<file path="config.mk">
export PLATFORM = sky130hd
export DESIGN_NAME = usb_printer_control_responder_top_flat
export DESIGN_NICKNAME = d
export VERILOG_FILES = /design/src/hdl/ucr_pkg.sv /design/src/hdl/ucr_if.sv /design/src/hdl/ucr_ram.sv /design/src/hdl/ucr_cfg_store.sv /design/src/hdl/ucr_reply_seq.sv /design/src/hdl/usb_printer_control_responder_top.sv /design/src/flat_wrapper.sv
export VERILOG_INCLUDE_DIRS = /design/src /design/src/hdl
export SDC_FILE = /design/constraint.sdc
export NUM_CORES = 1
export LEC_CHECK = 0
export BUFFER_PORTS_ARGS = -buffer_cell sky130_fd_sc_hd__buf_4
export CELL_PAD_IN_SITES_DETAIL_PLACEMENT = 1
export CELL_PAD_IN_SITES_GLOBAL_PLACEMENT = 1
export CORE_MARGIN = 2
export CORE_UTILIZATION = 30
export DETAILED_ROUTE_END_ITERATION = 7
export HOLD_SLACK_MARGIN = 0.03
export PLACE_DENSITY_LB_ADDON = 0.1
export SETUP_SLACK_MARGIN = 0.05
export SKIP_LAST_GASP = 1
export SYNTH_ARGS = -nofsm -noshare
export SYNTH_HDL_FRONTEND = slang
export SYNTH_SLANG_ARGS = --single-unit
</file>
<file path="constraint.sdc">
create_clock -name clk -period 4.25 [get_ports clk]
set_clock_uncertainty 0.1 [all_clocks]
set_input_delay 0 -clock clk [delete_from_list [all_inputs] [get_ports clk]]
set_output_delay 0 -clock clk [all_outputs]
set_load 0.02 [all_outputs]
</file>
<file path="src/hdl/assert_macros.svh">
// assertion macros used by the responder rtl
// depends on nothing; included by files that carry concurrent checks
`ifndef ASSERT_MACROS_SVH
`define ASSERT_MACROS_SVH

// condition in a cycle implies consequence in the same cycle
`define ASSERT_SAME(label, clk, rst_n, cond, cons) \
  label: assert property (@(posedge clk) disable iff (!rst_n) (cond) |-> (cons)) \
    else $error("assertion failed");

// condition in a cycle implies consequence in the following cycle
`define ASSERT_NEXT(label, clk, rst_n, cond, cons) \
  label: assert property (@(posedge clk) disable iff (!rst_n) (cond) |=> (cons)) \
    else $error("assertion failed");

`endif

</file>
<file path="src/hdl/ucr_pkg.sv">
// types, constants and the reply rom of the printer control responder
// depends on nothing
`default_nettype none
package ucr_pkg;

  localparam int CONTROL_PACKET_BYTES = 64;
  localparam int BULK_PACKET_BYTES    = 512;

  // configuration store layout (register index equals store entry)
  localparam int CFG_DATA_W    = 16;
  localparam int CFG_INDEX_W   = 3;
  localparam int CFG_ENTRIES   = 6;
  // entries reachable from the register port; the last entry holds the flag
  localparam int CFG_REGISTERS = 5;

  typedef enum logic [CFG_INDEX_W-1:0] {
    CFG_VENDOR_ID   = 3'd0,
    CFG_PRODUCT_ID  = 3'd1,
    CFG_BULK_OUT_EP = 3'd2,
    CFG_BULK_IN_EP  = 3'd3,
    CFG_MAX_POWER   = 3'd4,
    CFG_CONFIGURED  = 3'd5
  } cfg_addr_t;

  // engine to store request
  typedef struct packed {
    logic      rd_en;
    cfg_addr_t rd_addr;
    logic      set_configured;
  } cfg_req_t;

  typedef enum logic [1:0] {
    KIND_DATA  = 2'd0,
    KIND_ACK   = 2'd1,
    KIND_STALL = 2'd2
  } reply_kind_t;

  typedef enum logic [1:0] {
    ST_IDLE = 2'd0,
    ST_READ = 2'd1,
    ST_EMIT = 2'd2
  } seq_state_t;

  // request decoding codes
  localparam logic [1:0] RTYPE_STANDARD = 2'd0;
  localparam logic [1:0] RTYPE_CLASS    = 2'd1;

  localparam logic [7:0] REQ_GET_DESCRIPTOR    = 8'd6;
  localparam logic [7:0] REQ_GET_CONFIGURATION = 8'd8;
  localparam logic [7:0] REQ_SET_CONFIGURATION = 8'd9;
  localparam logic [7:0] REQ_GET_INTERFACE     = 8'd10;
  localparam logic [7:0] REQ_SET_INTERFACE     = 8'd11;
  localparam logic [7:0] REQ_GET_DEVICE_ID     = 8'd0;
  localparam logic [7:0] REQ_GET_PORT_STATUS   = 8'd1;
  localparam logic [7:0] REQ_SOFT_RESET        = 8'd2;

  localparam logic [7:0] DESC_DEVICE    = 8'd1;
  localparam logic [7:0] DESC_CONFIG    = 8'd2;
  localparam logic [7:0] DESC_STRING    = 8'd3;
  localparam logic [7:0] DESC_QUALIFIER = 8'd6;

  // reply rom layout
  localparam int ROM_DEPTH = 113;
  localparam int ROM_IDX_W = 7;
  localparam int LEN_W     = 6;

  localparam logic [ROM_IDX_W-1:0] ROM_DEVICE     = 7'd0;
  localparam logic [ROM_IDX_W-1:0] ROM_QUALIFIER  = 7'd18;
  localparam logic [ROM_IDX_W-1:0] ROM_CONFIG     = 7'd28;
  localparam logic [ROM_IDX_W-1:0] ROM_STR0       = 7'd60;
  localparam logic [ROM_IDX_W-1:0] ROM_STRX       = 7'd64;
  localparam logic [ROM_IDX_W-1:0] ROM_DEVICE_ID  = 7'd68;
  localparam logic [ROM_IDX_W-1:0] ROM_ZERO       = 7'd111;
  localparam logic [ROM_IDX_W-1:0] ROM_CONFIG_VAL = 7'd112;
  localparam logic [ROM_IDX_W-1:0] ROM_LAST       = 7'(ROM_DEPTH - 1);

  localparam logic [LEN_W-1:0] LEN_DEVICE    = 6'd18;
  localparam logic [LEN_W-1:0] LEN_QUALIFIER = 6'd10;
  localparam logic [LEN_W-1:0] LEN_CONFIG    = 6'd32;
  localparam logic [LEN_W-1:0] LEN_STRING    = 6'd4;
  localparam logic [LEN_W-1:0] LEN_DEVICE_ID = 6'd43;
  localparam logic [LEN_W-1:0] LEN_ONE       = 6'd1;

  // rom positions replaced by store contents
  localparam logic [ROM_IDX_W-1:0] POS_VID_LO  = ROM_DEVICE + 7'd8;
  localparam logic [ROM_IDX_W-1:0] POS_VID_HI  = ROM_DEVICE + 7'd9;
  localparam logic [ROM_IDX_W-1:0] POS_PID_LO  = ROM_DEVICE + 7'd10;
  localparam logic [ROM_IDX_W-1:0] POS_PID_HI  = ROM_DEVICE + 7'd11;
  localparam logic [ROM_IDX_W-1:0] POS_POWER   = ROM_CONFIG + 7'd8;
  localparam logic [ROM_IDX_W-1:0] POS_OUT_EP  = ROM_CONFIG + 7'd20;
  localparam logic [ROM_IDX_W-1:0] POS_IN_EP   = ROM_CONFIG + 7'd27;

  typedef enum logic [3:0] {
    SRC_CONST, SRC_VID_LO, SRC_VID_HI, SRC_PID_LO, SRC_PID_HI,
    SRC_OUT_EP, SRC_IN_EP, SRC_POWER, SRC_CONFIGURED
  } byte_src_t;

  localparam logic [7:0] CPB    = 8'(CONTROL_PACKET_BYTES);
  localparam logic [7:0] BPB_LO = 8'(BULK_PACKET_BYTES & 255);
  localparam logic [7:0] BPB_HI = 8'((BULK_PACKET_BYTES >> 8) & 255);

  localparam logic [7:0] REPLY_ROM [ROM_DEPTH] = '{
    // device descriptor
    8'd18, 8'h01, 8'h00, 8'h02, 8'h00, 8'h00, 8'h00, CPB, 8'h00, 8'h00,
    8'h00, 8'h00, 8'h00, 8'h00, 8'h00, 8'h01, 8'h02, 8'h01,
    // device qualifier
    8'd10, 8'h06, 8'h00, 8'h02, 8'h00, 8'h00, 8'h00, CPB, 8'h01, 8'h00,
    // configuration, interface and two bulk endpoints
    8'd9, 8'h02, 8'd32, 8'h00, 8'h01, 8'h01, 8'h03, 8'hc0, 8'h00,
    8'd9, 8'h04, 8'h00, 8'h00, 8'h02, 8'h07, 8'h01, 8'h02, 8'h04,
    8'd7, 8'h05, 8'h00, 8'h02, BPB_LO, BPB_HI, 8'h00,
    8'd7, 8'h05, 8'h80, 8'h02, BPB_LO, BPB_HI, 8'h00,
    // language string and one-character string
    8'd4, 8'h03, 8'h09, 8'h04,
    8'd4, 8'h03, 8'h78, 8'h00,
    // device id: big-endian length then text
    8'h00, 8'd43,
    8'h4d, 8'h46, 8'h47, 8'h3a, 8'h6c, 8'h69, 8'h6e, 8'h75, 8'h78, 8'h3b,
    8'h4d, 8'h44, 8'h4c, 8'h3a, 8'h67, 8'h5f, 8'h70, 8'h72, 8'h69, 8'h6e,
    8'h74, 8'h65, 8'h72, 8'h3b, 8'h43, 8'h4c, 8'h53, 8'h3a, 8'h50, 8'h52,
    8'h49, 8'h4e, 8'h54, 8'h45, 8'h52, 8'h3b, 8'h53, 8'h4e, 8'h3a, 8'h31,
    8'h3b,
    // interface setting zero, configuration value
    8'h00, 8'h00
  };

  function automatic byte_src_t byte_src(input logic [ROM_IDX_W-1:0] idx);
    byte_src_t s;
    case (idx)
      POS_VID_LO:     s = SRC_VID_LO;
      POS_VID_HI:     s = SRC_VID_HI;
      POS_PID_LO:     s = SRC_PID_LO;
      POS_PID_HI:     s = SRC_PID_HI;
      POS_POWER:      s = SRC_POWER;
      POS_OUT_EP:     s = SRC_OUT_EP;
      POS_IN_EP:      s = SRC_IN_EP;
      ROM_CONFIG_VAL: s = SRC_CONFIGURED;
      default:        s = SRC_CONST;
    endcase
    return s;
  endfunction

  function automatic cfg_addr_t src_addr(input byte_src_t s);
    cfg_addr_t a;
    case (s)
      SRC_VID_LO, SRC_VID_HI: a = CFG_VENDOR_ID;
      SRC_PID_LO, SRC_PID_HI: a = CFG_PRODUCT_ID;
      SRC_OUT_EP:             a = CFG_BULK_OUT_EP;
      SRC_IN_EP:              a = CFG_BULK_IN_EP;
      SRC_POWER:              a = CFG_MAX_POWER;
      default:                a = CFG_CONFIGURED;
    endcase
    return a;
  endfunction

  // reset contents of the store entries
  function automatic logic [CFG_DATA_W-1:0] cfg_reset_value(input cfg_addr_t a);
    logic [CFG_DATA_W-1:0] v;
    case (a)
      CFG_VENDOR_ID:   v = 16'h0525;
      CFG_PRODUCT_ID:  v = 16'ha4a8;
      CFG_BULK_OUT_EP: v = 16'h0001;
      CFG_BULK_IN_EP:  v = 16'h0002;
      CFG_MAX_POWER:   v = 16'h0032;
      default:         v = 16'h0000;
    endcase
    return v;
  endfunction

  // trim a register write to the register's width
  function automatic logic [CFG_DATA_W-1:0] cfg_mask(input cfg_addr_t a,
                                                      input logic [CFG_DATA_W-1:0] v);
    logic [CFG_DATA_W-1:0] m;
    case (a)
      CFG_BULK_OUT_EP, CFG_BULK_IN_EP: m = {12'h000, v[3:0]};
      CFG_MAX_POWER:                   m = {8'h00, v[7:0]};
      default:                         m = v;
    endcase
    return m;
  endfunction

endpackage
`default_nettype wire

</file>
<file path="src/hdl/ucr_if.sv">
// setup packet and reply channel interfaces
// depends on ucr_pkg
`default_nettype none
interface ucr_req_if import ucr_pkg::*; ();
  logic        valid;
  logic        ready;
  logic [7:0]  request_type;
  logic [7:0]  request_code;
  logic [15:0] request_value;
  logic [15:0] request_index;
  logic [15:0] request_length;

  modport source (output valid, request_type, request_code, request_value,
                  request_index, request_length, input ready);
  modport sink   (input valid, request_type, request_code, request_value,
                  request_index, request_length, output ready);
endinterface

interface ucr_rsp_if import ucr_pkg::*; ();
  logic       valid;
  logic       ready;
  logic [1:0] reply_kind;
  logic [7:0] data_byte;
  logic       last_item;

  modport source (output valid, reply_kind, data_byte, last_item, input ready);
  modport sink   (input valid, reply_kind, data_byte, last_item, output ready);
endinterface
`default_nettype wire

</file>
<file path="src/hdl/ucr_ram.sv">
// generic single-write, single-read ram with registered read data
// depends on nothing
`default_nettype none
module ucr_ram #(
  parameter int WIDTH = 8,
  parameter int DEPTH = 8,
  localparam int AW = (DEPTH > 1) ? $clog2(DEPTH) : 1
) (
  input  wire logic             clk,
  input  wire logic             we,
  input  wire logic [AW-1:0]    waddr,
  input  wire logic [WIDTH-1:0] wdata,
  input  wire logic             re,
  input  wire logic [AW-1:0]    raddr,
  output logic      [WIDTH-1:0] rdata
);

  logic [WIDTH-1:0] mem_r [DEPTH];

  // write port
  always_ff @(posedge clk) begin
    if (we) begin
      mem_r[waddr] <= wdata;
    end
  end

  // registered read port
  always_ff @(posedge clk) begin
    if (re) begin
      rdata <= mem_r[raddr];
    end
  end

endmodule
`default_nettype wire

</file>
<file path="src/hdl/ucr_cfg_store.sv">
// configuration and configured-flag store: ram plus per-entry valid bits
// depends on ucr_pkg and ucr_ram
`default_nettype none
module ucr_cfg_store import ucr_pkg::*; (
  input  wire logic                   clk,
  input  wire logic                   rst_n,
  input  wire logic                   cfg_we,
  input  wire logic [CFG_INDEX_W-1:0] cfg_index,
  input  wire logic [CFG_DATA_W-1:0]  cfg_wdata,
  input  wire cfg_req_t               req,
  output logic      [CFG_DATA_W-1:0]  rd_data
);

  logic [CFG_ENTRIES-1:0]  valid_r, valid_nxt;
  logic                    hit_valid_r;
  cfg_addr_t               hit_addr_r;
  logic                    wr_en;
  cfg_addr_t               wr_addr;
  logic [CFG_DATA_W-1:0]   wr_data;
  logic [CFG_DATA_W-1:0]   ram_q;

  // write select: register port, else the configured flag from the engine
  always_comb begin
    wr_en   = 1'b0;
    wr_addr = CFG_CONFIGURED;
    wr_data = '0;
    if (cfg_we && (int'(cfg_index) < CFG_REGISTERS)) begin
      wr_en   = 1'b1;
      wr_addr = cfg_addr_t'(cfg_index);
      wr_data = cfg_mask(cfg_addr_t'(cfg_index), cfg_wdata);
    end else if (req.set_configured) begin
      wr_en   = 1'b1;
      wr_addr = CFG_CONFIGURED;
      wr_data = 16'h0001;
    end
  end

  always_comb begin
    valid_nxt = valid_r;
    if (wr_en) begin
      valid_nxt[wr_addr] = 1'b1;
    end
  end

  always_ff @(posedge clk) begin
    if (!rst_n) begin
      valid_r <= '0;
    end else begin
      valid_r <= valid_nxt;
    end
  end

  // valid bit and address follow the ram read
  always_ff @(posedge clk) begin
    if (req.rd_en) begin
      hit_valid_r <= valid_r[req.rd_addr];
      hit_addr_r  <= req.rd_addr;
    end
  end

  ucr_ram #(.WIDTH(CFG_DATA_W), .DEPTH(CFG_ENTRIES)) u_ram (
    .clk   (clk),
    .we    (wr_en),
    .waddr (wr_addr),
    .wdata (wr_data),
    .re    (req.rd_en),
    .raddr (req.rd_addr),
    .rdata (ram_q)
  );

  // never-written entries read as their reset value
  assign rd_data = hit_valid_r ? ram_q : cfg_reset_value(hit_addr_r);

endmodule
`default_nettype wire

</file>
<file path="src/hdl/ucr_reply_seq.sv">
// request decode and reply sequencer with output register
// depends on ucr_pkg, ucr_if and assert_macros.svh
`default_nettype none
`include "assert_macros.svh"
module ucr_reply_seq import ucr_pkg::*; (
  input  wire logic                  clk,
  input  wire logic                  rst_n,
  ucr_req_if.sink                    in_chan,
  ucr_rsp_if.source                  out_chan,
  output cfg_req_t                   store_req,
  input  wire logic [CFG_DATA_W-1:0] store_rdata
);

  seq_state_t             state_r, state_nxt;
  logic [ROM_IDX_W-1:0]   idx_r, idx_nxt;
  logic [LEN_W-1:0]       k_r, k_nxt;
  logic [LEN_W-1:0]       n_r, n_nxt;
  reply_kind_t            kind_r, kind_nxt;
  logic                   out_valid_r, out_valid_nxt;
  reply_kind_t            out_kind_r, out_kind_nxt;
  logic [7:0]             out_byte_r, out_byte_nxt;
  logic                   out_last_r, out_last_nxt;

  logic [ROM_IDX_W-1:0]   dec_idx;
  logic [LEN_W-1:0]       dec_len, dec_n;
  reply_kind_t            dec_kind;
  logic                   dec_setcfg;
  logic                   out_free, load, is_last;
  logic [7:0]             emit_byte;
  byte_src_t              cur_src;

  // setup packet decode
  always_comb begin
    dec_idx    = ROM_ZERO;
    dec_len    = '0;
    dec_kind   = KIND_STALL;
    dec_setcfg = 1'b0;
    case (in_chan.request_type[6:5])
      RTYPE_STANDARD: begin
        case (in_chan.request_code)
          REQ_GET_DESCRIPTOR: begin
            case (in_chan.request_value[15:8])
              DESC_DEVICE: begin
                dec_idx = ROM_DEVICE; dec_len = LEN_DEVICE; dec_kind = KIND_DATA;
              end
              DESC_QUALIFIER: begin
                dec_idx = ROM_QUALIFIER; dec_len = LEN_QUALIFIER; dec_kind = KIND_DATA;
              end
              DESC_CONFIG: begin
                dec_idx = ROM_CONFIG; dec_len = LEN_CONFIG; dec_kind = KIND_DATA;
              end
              DESC_STRING: begin
                dec_idx  = (in_chan.request_value[7:0] == 8'h00) ? ROM_STR0 : ROM_STRX;
                dec_len  = LEN_STRING;
                dec_kind = KIND_DATA;
              end
              default: dec_kind = KIND_STALL;
            endcase
          end
          REQ_GET_CONFIGURATION: begin
            dec_idx = ROM_CONFIG_VAL; dec_len = LEN_ONE; dec_kind = KIND_DATA;
          end
          REQ_SET_CONFIGURATION: begin
            dec_kind = KIND_ACK; dec_setcfg = 1'b1;
          end
          REQ_SET_INTERFACE: dec_kind = KIND_ACK;
          REQ_GET_INTERFACE: begin
            dec_idx = ROM_ZERO; dec_len = LEN_ONE; dec_kind = KIND_DATA;
          end
          default: dec_kind = KIND_STALL;
        endcase
      end
      RTYPE_CLASS: begin
        case (in_chan.request_code)
          REQ_GET_DEVICE_ID: begin
            dec_idx = ROM_DEVICE_ID; dec_len = LEN_DEVICE_ID; dec_kind = KIND_DATA;
          end
          REQ_GET_PORT_STATUS, REQ_SOFT_RESET: dec_kind = KIND_ACK;
          default: dec_kind = KIND_STALL;
        endcase
      end
      default: dec_kind = KIND_STALL;
    endcase
    // cut to wLength; nothing left becomes an acknowledge
    dec_n = (in_chan.request_length < {10'h000, dec_len})
            ? in_chan.request_length[LEN_W-1:0] : dec_len;
    if ((dec_kind == KIND_DATA) && (dec_n == '0)) begin
      dec_kind = KIND_ACK;
    end
  end

  // byte composition from rom and store
  always_comb begin
    cur_src = byte_src(idx_r);
    case (cur_src)
      SRC_VID_LO, SRC_PID_LO, SRC_POWER: emit_byte = store_rdata[7:0];
      SRC_VID_HI, SRC_PID_HI:            emit_byte = store_rdata[15:8];
      SRC_OUT_EP:                        emit_byte = {4'h0, store_rdata[3:0]};
      SRC_IN_EP:                         emit_byte = {4'h8, store_rdata[3:0]};
      SRC_CONFIGURED:                    emit_byte = {7'h00, store_rdata[0]};
      default:                           emit_byte = REPLY_ROM[idx_r];
    endcase
  end

  assign out_free = !out_valid_r || out_chan.ready;
  assign is_last  = (kind_r != KIND_DATA) || (k_r == (n_r - 6'd1));
  assign in_chan.ready = (state_r == ST_IDLE);

  // sequencer next state
  always_comb begin
    state_nxt = state_r;
    idx_nxt   = idx_r;
    k_nxt     = k_r;
    n_nxt     = n_r;
    kind_nxt  = kind_r;
    load      = 1'b0;
    store_req = '{rd_en: 1'b0, rd_addr: src_addr(cur_src), set_configured: 1'b0};
    case (state_r)
      ST_IDLE: begin
        if (in_chan.valid) begin
          idx_nxt   = dec_idx;
          k_nxt     = '0;
          n_nxt     = dec_n;
          kind_nxt  = dec_kind;
          store_req.set_configured = dec_setcfg;
          state_nxt = (dec_kind == KIND_DATA) ? ST_READ : ST_EMIT;
        end
      end
      ST_READ: begin
        store_req.rd_en = 1'b1;
        state_nxt = ST_EMIT;
      end
      ST_EMIT: begin
        if (out_free) begin
          load = 1'b1;
          if (is_last) begin
            state_nxt = ST_IDLE;
          end else begin
            idx_nxt   = idx_r + 7'd1;
            k_nxt     = k_r + 6'd1;
            state_nxt = ST_READ;
          end
        end
      end
      default: state_nxt = ST_IDLE;
    endcase
  end

  // output register
  always_comb begin
    out_valid_nxt = out_valid_r;
    out_kind_nxt  = out_kind_r;
    out_byte_nxt  = out_byte_r;
    out_last_nxt  = out_last_r;
    if (load) begin
      out_valid_nxt = 1'b1;
      out_kind_nxt  = kind_r;
      out_byte_nxt  = (kind_r == KIND_DATA) ? emit_byte : 8'h00;
      out_last_nxt  = is_last;
    end else if (out_chan.ready) begin
      out_valid_nxt = 1'b0;
    end
  end

  always_ff @(posedge clk) begin
    if (!rst_n) begin
      state_r     <= ST_IDLE;
      out_valid_r <= 1'b0;
    end else begin
      state_r     <= state_nxt;
      out_valid_r <= out_valid_nxt;
    end
  end

  always_ff @(posedge clk) begin
    idx_r      <= idx_nxt;
    k_r        <= k_nxt;
    n_r        <= n_nxt;
    kind_r     <= kind_nxt;
    out_kind_r <= out_kind_nxt;
    out_byte_r <= out_byte_nxt;
    out_last_r <= out_last_nxt;
  end

  assign out_chan.valid      = out_valid_r;
  assign out_chan.reply_kind = out_kind_r;
  assign out_chan.data_byte  = out_byte_r;
  assign out_chan.last_item  = out_last_r;

  // checks
  `ASSERT_NEXT(a_busy_after_accept, clk, rst_n, in_chan.valid && in_chan.ready, !in_chan.ready)
  `ASSERT_SAME(a_count_in_range, clk, rst_n, (state_r != ST_IDLE) && (kind_r == KIND_DATA), k_r < n_r)
  `ASSERT_SAME(a_rom_in_range, clk, rst_n, state_r == ST_READ, idx_r <= ROM_LAST)
  `ASSERT_SAME(a_status_is_last, clk, rst_n, out_valid_r && (out_kind_r != KIND_DATA), out_last_r && (out_byte_r == 8'h00))

endmodule
`default_nettype wire

</file>
<file path="src/hdl/usb_printer_control_responder_top.sv">
// top level of the printer control endpoint responder
// depends on ucr_pkg, ucr_if, ucr_cfg_store and ucr_reply_seq
//
//   channel   direction  transaction
//   in_chan   sink       one setup packet (type, code, value, index, length)
//   out_chan  source     one reply byte, acknowledge or stall, last flag
//   cfg_*     write      one register write, index 0..4, no read-back
//
// a setup packet is decoded as it is taken, then every reply byte passes
// a store read state and then an output load state; the device id has 43 bytes
// the store read ahead of every reply byte keeps bytes from loading back to back
// acknowledge and stall replies skip the store read and go to the output load
// reset clears the store valid bits at once; no clearing pass
// a stalled output holds the sequencer; the next packet is taken once the
// last result sits in the output register
`default_nettype none
module usb_printer_control_responder_top import ucr_pkg::*; (
  input  wire logic                   clk,
  input  wire logic                   rst_n,
  ucr_req_if.sink                     in_chan,
  ucr_rsp_if.source                   out_chan,
  input  wire logic                   cfg_we,
  input  wire logic [CFG_INDEX_W-1:0] cfg_index,
  input  wire logic [CFG_DATA_W-1:0]  cfg_wdata
);

  cfg_req_t               store_req;
  logic [CFG_DATA_W-1:0]  store_rdata;

  // configuration and flag store
  ucr_cfg_store u_store (
    .clk       (clk),
    .rst_n     (rst_n),
    .cfg_we    (cfg_we),
    .cfg_index (cfg_index),
    .cfg_wdata (cfg_wdata),
    .req       (store_req),
    .rd_data   (store_rdata)
  );

  // decode and reply sequencing
  ucr_reply_seq u_seq (
    .clk         (clk),
    .rst_n       (rst_n),
    .in_chan     (in_chan),
    .out_chan    (out_chan),
    .store_req   (store_req),
    .store_rdata (store_rdata)
  );

endmodule
`default_nettype wire
</file>
<file path="src/flat_wrapper.sv">
// flat-port wrapper written by rule: the top's interface ports become plain ports
module usb_printer_control_responder_top_flat import ucr_pkg::*;
  (clk, rst_n, cfg_we, cfg_index, cfg_wdata, in_chan_valid, in_chan_request_type, in_chan_request_code, in_chan_request_value, in_chan_request_index, in_chan_request_length, in_chan_ready, out_chan_valid, out_chan_reply_kind, out_chan_data_byte, out_chan_last_item, out_chan_ready);
  ucr_req_if in_chan_i ();
  ucr_rsp_if out_chan_i ();
  input  wire logic clk;
  input  wire logic rst_n;
  input  wire logic cfg_we;
  input  wire logic [CFG_INDEX_W-1:0] cfg_index;
  input  wire logic [CFG_DATA_W-1:0] cfg_wdata;
  input wire logic [$bits(in_chan_i.valid)-1:0] in_chan_valid;
  input wire logic [$bits(in_chan_i.request_type)-1:0] in_chan_request_type;
  input wire logic [$bits(in_chan_i.request_code)-1:0] in_chan_request_code;
  input wire logic [$bits(in_chan_i.request_value)-1:0] in_chan_request_value;
  input wire logic [$bits(in_chan_i.request_index)-1:0] in_chan_request_index;
  input wire logic [$bits(in_chan_i.request_length)-1:0] in_chan_request_length;
  output wire logic [$bits(in_chan_i.ready)-1:0] in_chan_ready;
  output wire logic [$bits(out_chan_i.valid)-1:0] out_chan_valid;
  output wire logic [$bits(out_chan_i.reply_kind)-1:0] out_chan_reply_kind;
  output wire logic [$bits(out_chan_i.data_byte)-1:0] out_chan_data_byte;
  output wire logic [$bits(out_chan_i.last_item)-1:0] out_chan_last_item;
  input wire logic [$bits(out_chan_i.ready)-1:0] out_chan_ready;
  assign in_chan_i.valid = in_chan_valid;
  assign in_chan_i.request_type = in_chan_request_type;
  assign in_chan_i.request_code = in_chan_request_code;
  assign in_chan_i.request_value = in_chan_request_value;
  assign in_chan_i.request_index = in_chan_request_index;
  assign in_chan_i.request_length = in_chan_request_length;
  assign in_chan_ready = in_chan_i.ready;
  assign out_chan_valid = out_chan_i.valid;
  assign out_chan_reply_kind = out_chan_i.reply_kind;
  assign out_chan_data_byte = out_chan_i.data_byte;
  assign out_chan_last_item = out_chan_i.last_item;
  assign out_chan_i.ready = out_chan_ready;
  usb_printer_control_responder_top u_core (.clk(clk), .rst_n(rst_n), .in_chan(in_chan_i), .out_chan(out_chan_i), .cfg_we(cfg_we), .cfg_index(cfg_index), .cfg_wdata(cfg_wdata));
endmodule
</file>
# --- Yosys cells after proc, flatten, opt, wreduce, memory -nomap -nowiden ---
# Memories as Yosys holds them, arrays and structs flattened. A register that Yosys moved wholly into a read port is not among the register bits.
# Cells that the tools add are included.
word_totals:
  register_bits: 45
  mem_bits_rw: 96
  romBits: 1024
  inputBits: 88
  word_cells: 152
  n_memories: 2
op_classes:
  n_addsub: 3
  order_cmp: 6
  n_eq_ne: 41
  mux: 56
  n_bitwise: 2
  reduce_logical: 30
mem_list:
  columns: ["memory", "words", "word_bits", "rd", "rd_clocked_by_memory_dff", "write_ports", "line_no", "text"]
  rows:
  - ["(name not given)", 128, 8, 1, 0, 0, "ucr_reply_seq.sv:101", "default: emit_byte = REPLY_ROM[idx_r];"]
  - ["u_core.u_store.u_ram.mem_r", 6, 16, 1, 1, 1, "ucr_ram.sv:18", "logic [WIDTH-1:0] mem_r [DEPTH];"]
ops:
  columns: ["cell", "n"]
  rows:
  - ["16-bit one-hot mux with 5 select lines", 1]
  - ["7-bit one-hot mux with 2 select lines", 3]
  - ["8-bit one-hot mux with 5 select lines", 1]
  - ["6-bit two-way mux", 6]
  - ["6-bit one-hot mux with 2 select lines", 3]
  - ["8-bit by 4-bit equality test with 1-bit output, second input constant", 4]
  - ["16-bit two-way mux", 2]
  - ["16-bit one-hot mux with 2 select lines", 1]
  - ["4-bit one-hot mux with 8 select lines", 1]
  - ["7-bit by 4-bit equality test with 1-bit output, second input constant", 4]
  - ["7-bit two-way mux", 4]
  - ["7-bit one-hot mux with 4 select lines", 1]
  - ["8-bit by 2-bit equality test with 1-bit output, second input constant", 3]
  - ["6-bit one-hot mux with 4 select lines", 1]
  - ["7-bit by 6-bit equality test with 1-bit output, second input constant", 3]
  - ["1-bit two-way mux", 17]
  - ["4-bit by 3-bit equality test with 1-bit output, second input constant", 4]
  - ["8-bit by 1-bit equality test with 1-bit output, second input constant", 2]
  - ["8-bit by 3-bit equality test with 1-bit output, second input constant", 2]
  - ["8-bit zero test", 2]
  - ["16-bit by 6-bit < comparator with 1-bit output", 1]
  - ["8-bit two-way mux", 2]
  - ["3-bit one-hot mux with 5 select lines", 1]
  - ["2-bit OR reduction", 7]
  - ["other kinds (37)", 62]

# --- Logic depth before layout (Yosys ltp) ---
depth:
  depth_word: 13
  ltp_mapped: 12
  ltp_nobuf: 11

# --- Cells and area by module ---
# Synthesis repeated with hierarchy kept, for this count alone.
hier_totals:
  cells_unflattened: 728
  hier_area_um2: 8584.5
modules_own_cells:
  columns: ["mod", "instances", "cells_per_inst", "area_each_um2"]
  rows:
  - ["ucr_ram", 1, 215, 4247.8]
  - ["ucr_reply_seq", 1, 433, 3621.0]
  - ["ucr_cfg_store", 1, 80, 715.7]

# --- Worst setup path after synthesis ---
# No wires, ideal clock.
synth_path:
  kind: "flip-flop to flip-flop"
  startpoint: "register u_core.u_seq.state_r[1]"
  endpoint: "memory u_core.u_store.u_ram.mem_r[1][0] (netlist bit), enable pin"
  setup_ns: 0.374
  arrival_ns: 3.716
  t_required_ns: 3.776
  slack_ns: 0.059
  path_stages_with_launch: 7
  n_path_buf: 0
  cell_sequence: "dfxtp_1 -> nor2_1 -> nand2_1 -> inv_1 -> nand4_1 -> nor4b_1 -> o21a_1"
synth_between:
  elab_chain_cells: 6
synth_rtl:
  columns: ["element", "line_no", "text"]
  rows:
  - ["start, declared", "ucr_reply_seq.sv:14", "seq_state_t state_r, state_nxt;"]
  - ["start signal, assigned", "ucr_reply_seq.sv:170", "state_r <= state_nxt;"]
  - ["2-bit zero test", null, null]
  - ["net in_chan_ready", "flat_wrapper.sv:17", "output wire logic [$bits(in_chan_i.ready)-1:0] in_chan_ready;"]
  - ["1-bit two-way mux", "ucr_reply_seq.sv:118", "case (state_r)"]
  - ["1-bit two-way mux", "ucr_cfg_store.sv:31", "end else if (req.set_configured) begin"]
  - ["1-bit two-way mux", "ucr_cfg_store.sv:27", "if (cfg_we && (int'(cfg_index) < CFG_REGISTERS)) begin"]
  - ["1-bit two-way mux", "ucr_ram.sv:22", "if (we) begin"]
  - ["1-bit two-way mux (implied by the code)", "ucr_ram.sv:23", "mem_r[waddr] <= wdata;"]
  - ["end, declared", "ucr_ram.sv:18", null]
# The timed path passes the listed nets, and every way through them passes these cells.

# --- Worst setup path in the final report ---
layout_path:
  startpoint: "input in_chan_request_code[3]"
  endpoint: "register u_core.u_seq.n_r[2], data pin"
layout_between:
  elab_chain_cells: 6
  word_cells_on_any_way: 10
layout_rtl:
  columns: ["element", "line_no", "text"]
  rows:
  - ["start, declared", "flat_wrapper.sv:13", "input wire logic [$bits(in_chan_i.request_code)-1:0] in_chan_request_code;"]
  - ["8-bit by 4-bit equality test with 1-bit output", "ucr_reply_seq.sv:40", "case (in_chan.request_code)"]
  - ["2-bit OR reduction (no source line)", null, null]
  - ["6-bit one-hot mux with 2 select lines", "ucr_reply_seq.sv:40", null]
  - ["6-bit one-hot mux with 2 select lines *", "ucr_reply_seq.sv:38", "case (in_chan.request_type[6:5])"]
  - ["16-bit by 6-bit < comparator with 1-bit output", "ucr_reply_seq.sv:85", "dec_n = (in_chan.request_length < {10'h000, dec_len})"]
  - ["6-bit two-way mux *", "ucr_reply_seq.sv:86", "? in_chan.request_length[LEN_W-1:0] : dec_len;"]
  - ["net u_core.u_seq.dec_n[2]", "ucr_reply_seq.sv:25", "logic [LEN_W-1:0] dec_len, dec_n;"]
  - ["end signal, assigned", "ucr_reply_seq.sv:178", "n_r <= n_nxt;"]
  - ["end, declared", "ucr_reply_seq.sv:17", "logic [LEN_W-1:0] n_r, n_nxt;"]
# Mark *: on every way through the listed nets, which the timed path passes. The rest lies on a longest branch.
# A chain may end at the register's enable or synchronous reset.

==> flow_summary_export.csv <==
group,metric,value,unit
run_status,status,"finished clean",
finish,drive_gt1_share,17.76,%
setup_path,path_max_fanout,12,
placement,portBuffers,78,
drt,remaining_drc_errors,0,
synthesis,synth_ff_type,"edfxtp_1",
finish,layoutNonFillerInstCount,1302,
global_route,grt_use_met1,24.65,%
sta,grt_setup_unrepaired,"false",
die,ioPinCount,101,
sta,finalHoldViolCount,0,
drt,drtIter0Drc,378,
drt,final_antenna_net_count,0,
synthesis,synth.distinct_cells,80,
die,die_h,175.1,um
synthesis,ys_seq_elements,157,
clock_tree,cts_buffers,17,
die,core_area,28780,um^2
placement,hpwl,17.87,mm
worst_hold_path,hp-class,"input pin to register",
global_route,met2_usage,28.49,%
placement,dp_slack,0.6062,ns
sta,hold_slack,0.04459,ns
clock_tree,clock_path_buffers,2,
sta,fmax,0.2561,GHz
global_route,grt-busiest-layer,"met2",
synthesis,yosysWarnings,0,
global_route,grt_max_degree,68,
sta,slew_headroom,25.56,%
sta,setup_viol,0,
setup_path,crit_required,4.32,ns
global_route,grt_util_met3,2.459,%
synthesis,synth_top_cell_by_area,"edfxtp_1",
clock_tree,tritoncts,"done",
drt,avgRoutedWirePerCell,20.12,um
synthesis,synth_edf_count,148,
setup_path,r2r_setup_slack,0.72,ns
power_and_ir_drop,ir_drop,0.2356,mV
setup_path,slowest_stage,"dlygate4sd3_1",
synthesis,syn_avg_cell_area,10.86,um^2
sta,tns,0,ns
finish,final_common_cell,"edfxtp_1",
placement,place_inst,1236,
global_route,grt_pass1_wl,41.89,mm
synthesis,synth_top_area_share,50.58,%
finish,final_area,10690,um^2
power_and_ir_drop,finalPower,3.685,mW
placement,placedInstanceArea,9759,um^2
flow_run,max_cap_viol_count,0,
finish,area_delta_synth_final,21.68,%
global_route,grt_overflow_total,0,
drt,wl,26.19,mm
synthesis,synth_fp_nets,912,
synthesis,async_flop_share,0,%
die,die_w,175.1,um
setup_path,crit_family,"simple AND/OR/NAND/NOR gates",
finish,layout.nets,1008,
finish,diodes,0,
setup_path,crit_chain,"dlygate4sd3_1 > buf_4 > or4bb_1 > nor4_2 > and2_0 > nor3b_1 > nor2_1 > ha_1 > a21oi_1 > o21ai_0 > a41oi_1 > buf_4 > o21ai_0 > dlygate4sd3_1",
clock_tree,htree_num_levels,4,
die,die_area,30670,um^2
sta,final.period_utilization,91.87,%
global_route,grt.total_usage,17.49,%
clock_tree,clk-insertion-delay-late,0.43,ns
setup_path,arrival,3.98,ns
sta,worst_slew_pin_slew,1.112,ns
clock_tree,cts_sinks,157,
setup_path,crit_buf_inv,4,
synthesis,ys_seq_area_share,52.63,%
synthesis,syn_area,8786,um^2
setup_path,worst_setup_path_end_kind,"register",
power_and_ir_drop,p_leak,3.750,nW
sta,drv_slew,0,
clock_tree,root_buffer,"clkbuf_16",
placement,gp_congestion,0.8232,
sta,timing.final.ws_setup,0.3456,ns
finish,layout_common_cells,"148 x edfxtp_1, 99 x buf_4, 50 x inv_1, 48 x a21oi_1, 42 x nor2_1",
setup_path,crit_path_max_incr_delay,0.56,ns
finish,postLayoutCoreUtil,37.14,%
sta,fin_crit,3.904,ns
global_route,antenna_found_initial,0,
setup_path,setup.worst_path.class,"input pin to register",
clock_tree,path_clk_slew,0.07,ns
synthesis,ys_top_cells_by_area,"edfxtp_1 51%, o21a_1 3.4%, a21oi_1 2.7%, nand4_1 2.6%, o211ai_1 2.4%",
drt,firstDrtPassIters,4,
power_and_ir_drop,powerDensity,344.7,nW/um^2
synthesis,syn_inst,809,
drt,vias,6849,
global_route,grt_pass1_vias,7200,
drt,via_per_inst,5.260,
setup_path,worst_setup_path_start_kind,"input pin",
die,row_count,62,
die,start_util,30.53,%
finish,nFillCells,3163,
-- where the power goes --
group | internal, mW | switching (mW)
Clock | 0.790 | 0.718
Combinational | 0.177 | 0.243
Sequential | 1.73 | 0.0240
-- synthesized netlist by cell type, types with 3 or more instances --
cell / count
dfxtp_1: 9
or3_1: 4
a221oi_1: 3
buf_2: 10
o21ai_0: 30
o21bai_1: 3
a2111oi_0: 4
buf_1: 4
o21a_1: 40
a221o_1: 3
o221ai_1: 3
mux2i_1: 3
edfxtp_1: 148
clkbuf_1: 33
nor2_1: 42
nand2b_1: 13
xnor2_1: 9
nand3_1: 19
o211ai_1: 28
and2_1: 17
a21o_1: 7
and3_1: 7
nor4_1: 7
xor2_1: 9
nand2_1: 39
a22oi_1: 5
a21boi_0: 4
a41oi_1: 8
ha_1: 15
nor3_1: 13
o211ai_2: 10
nand4_1: 36
a211oi_1: 10
or3b_2: 3
nor2b_1: 15
buf_6: 6
nor4bb_1: 3
a211o_1: 3
buf_4: 3
a22o_1: 17
inv_1: 50
a31oi_1: 13
a21oi_1: 48
or4_1: 5
nor3b_1: 4
-- state kept, by name (all words and copies together) (netlist names) --
| register | count |
|---|---|
| u_core.u_store.hit_valid_r | 1 |
| u_core.u_seq.n_r | 6 |
| u_core.u_store.u_ram.mem_r | 96 |
| u_core.u_store.u_ram.rdata | 16 |
| u_core.u_seq.out_chan.reply_kind | 2 |
| u_core.u_seq.kind_r | 2 |
| u_core.u_seq.out_chan.data_byte | 8 |
| u_core.u_seq.state_r | 2 |
| u_core.u_store.valid_r | 6 |
| u_core.u_seq.k_r | 6 |
| u_core.u_store.hit_addr_r | 3 |
| u_core.u_seq.out_chan.last_item | 1 |
| u_core.u_seq.out_chan.valid | 1 |
| u_core.u_seq.idx_r | 7 |
-- layout make-up --
| cell class | count | area [um^2] | share of cell area, % |
|---|---|---|---|
| clock buffers | 17 | 425.4 | 3.979 |
| multi-input cells | 540 | 3686 | 34.48 |
| flip-flops and latches | 157 | 4624 | 43.26 |
| repair buffers | 134 | 1104 | 10.32 |
| inverters | 55 | 211.5 | 1.978 |
| well taps | 384 | 480.5 | 4.494 |
| clock inverters | 15 | 158.9 | 1.486 |
-- worst register-to-register path: stages (launching register included) --
cell	delay, ns
edfxtp_1	0.38
inv_1	0.20
ha_1	0.56
nor2_1	0.14
or3_1	0.46
nand3_2	0.14
mux2_4	0.69
o211ai_1	0.32
a22o_1	0.28
-- metal layers --
metal / vias to the layer above / part of all wire [%]
met4: 0 / 0.94
met5: - / 0
met1: 3427 / 49
met2: 109 / 47
met3: 18 / 2.8
li1: 3295 / -
-- final timing paths --
| check | from | endpoint | depth (start not counted) |
|---|---|---|---|
| setup reg to reg | u_core.u_seq.idx_r[0] | u_core.u_store.u_ram.rdata[7] | 8 |
| hold reg to reg | u_core.u_store.valid_r[0] | u_core.u_store.valid_r[0] | 1 |
| hold / removal | in_chan_request_length[7] | u_core.u_seq.state_r[1] | 7 |
| setup / recovery | in_chan_request_code[3] | u_core.u_seq.n_r[2] | 14 |
-- cell families (layout without fill, tap and decap cells) --
family	after synthesis	after routing	share of synthesized area (%)
buffers and inverters	112	221	5.753
AOI/OAI and AO/OA	257	257	21.09
muxes	7	7	1.153
adders and majority gates	15	15	2.136
and+or+nand+nor	243	243	15.44
DFF	157	157	52.63
xor gates and xnor gates	18	18	1.794
-- timing repair --
action / in CTS / in global routing
hold buffers: 34 / 0
gates resized for setup: 0 / 1
endpoints found under the setup margin: 0 / 2
hold endpoints to repair: 116 / 0
setup buffers: 0 / 0
Note: power is estimated with default switching activity, not from simulation.
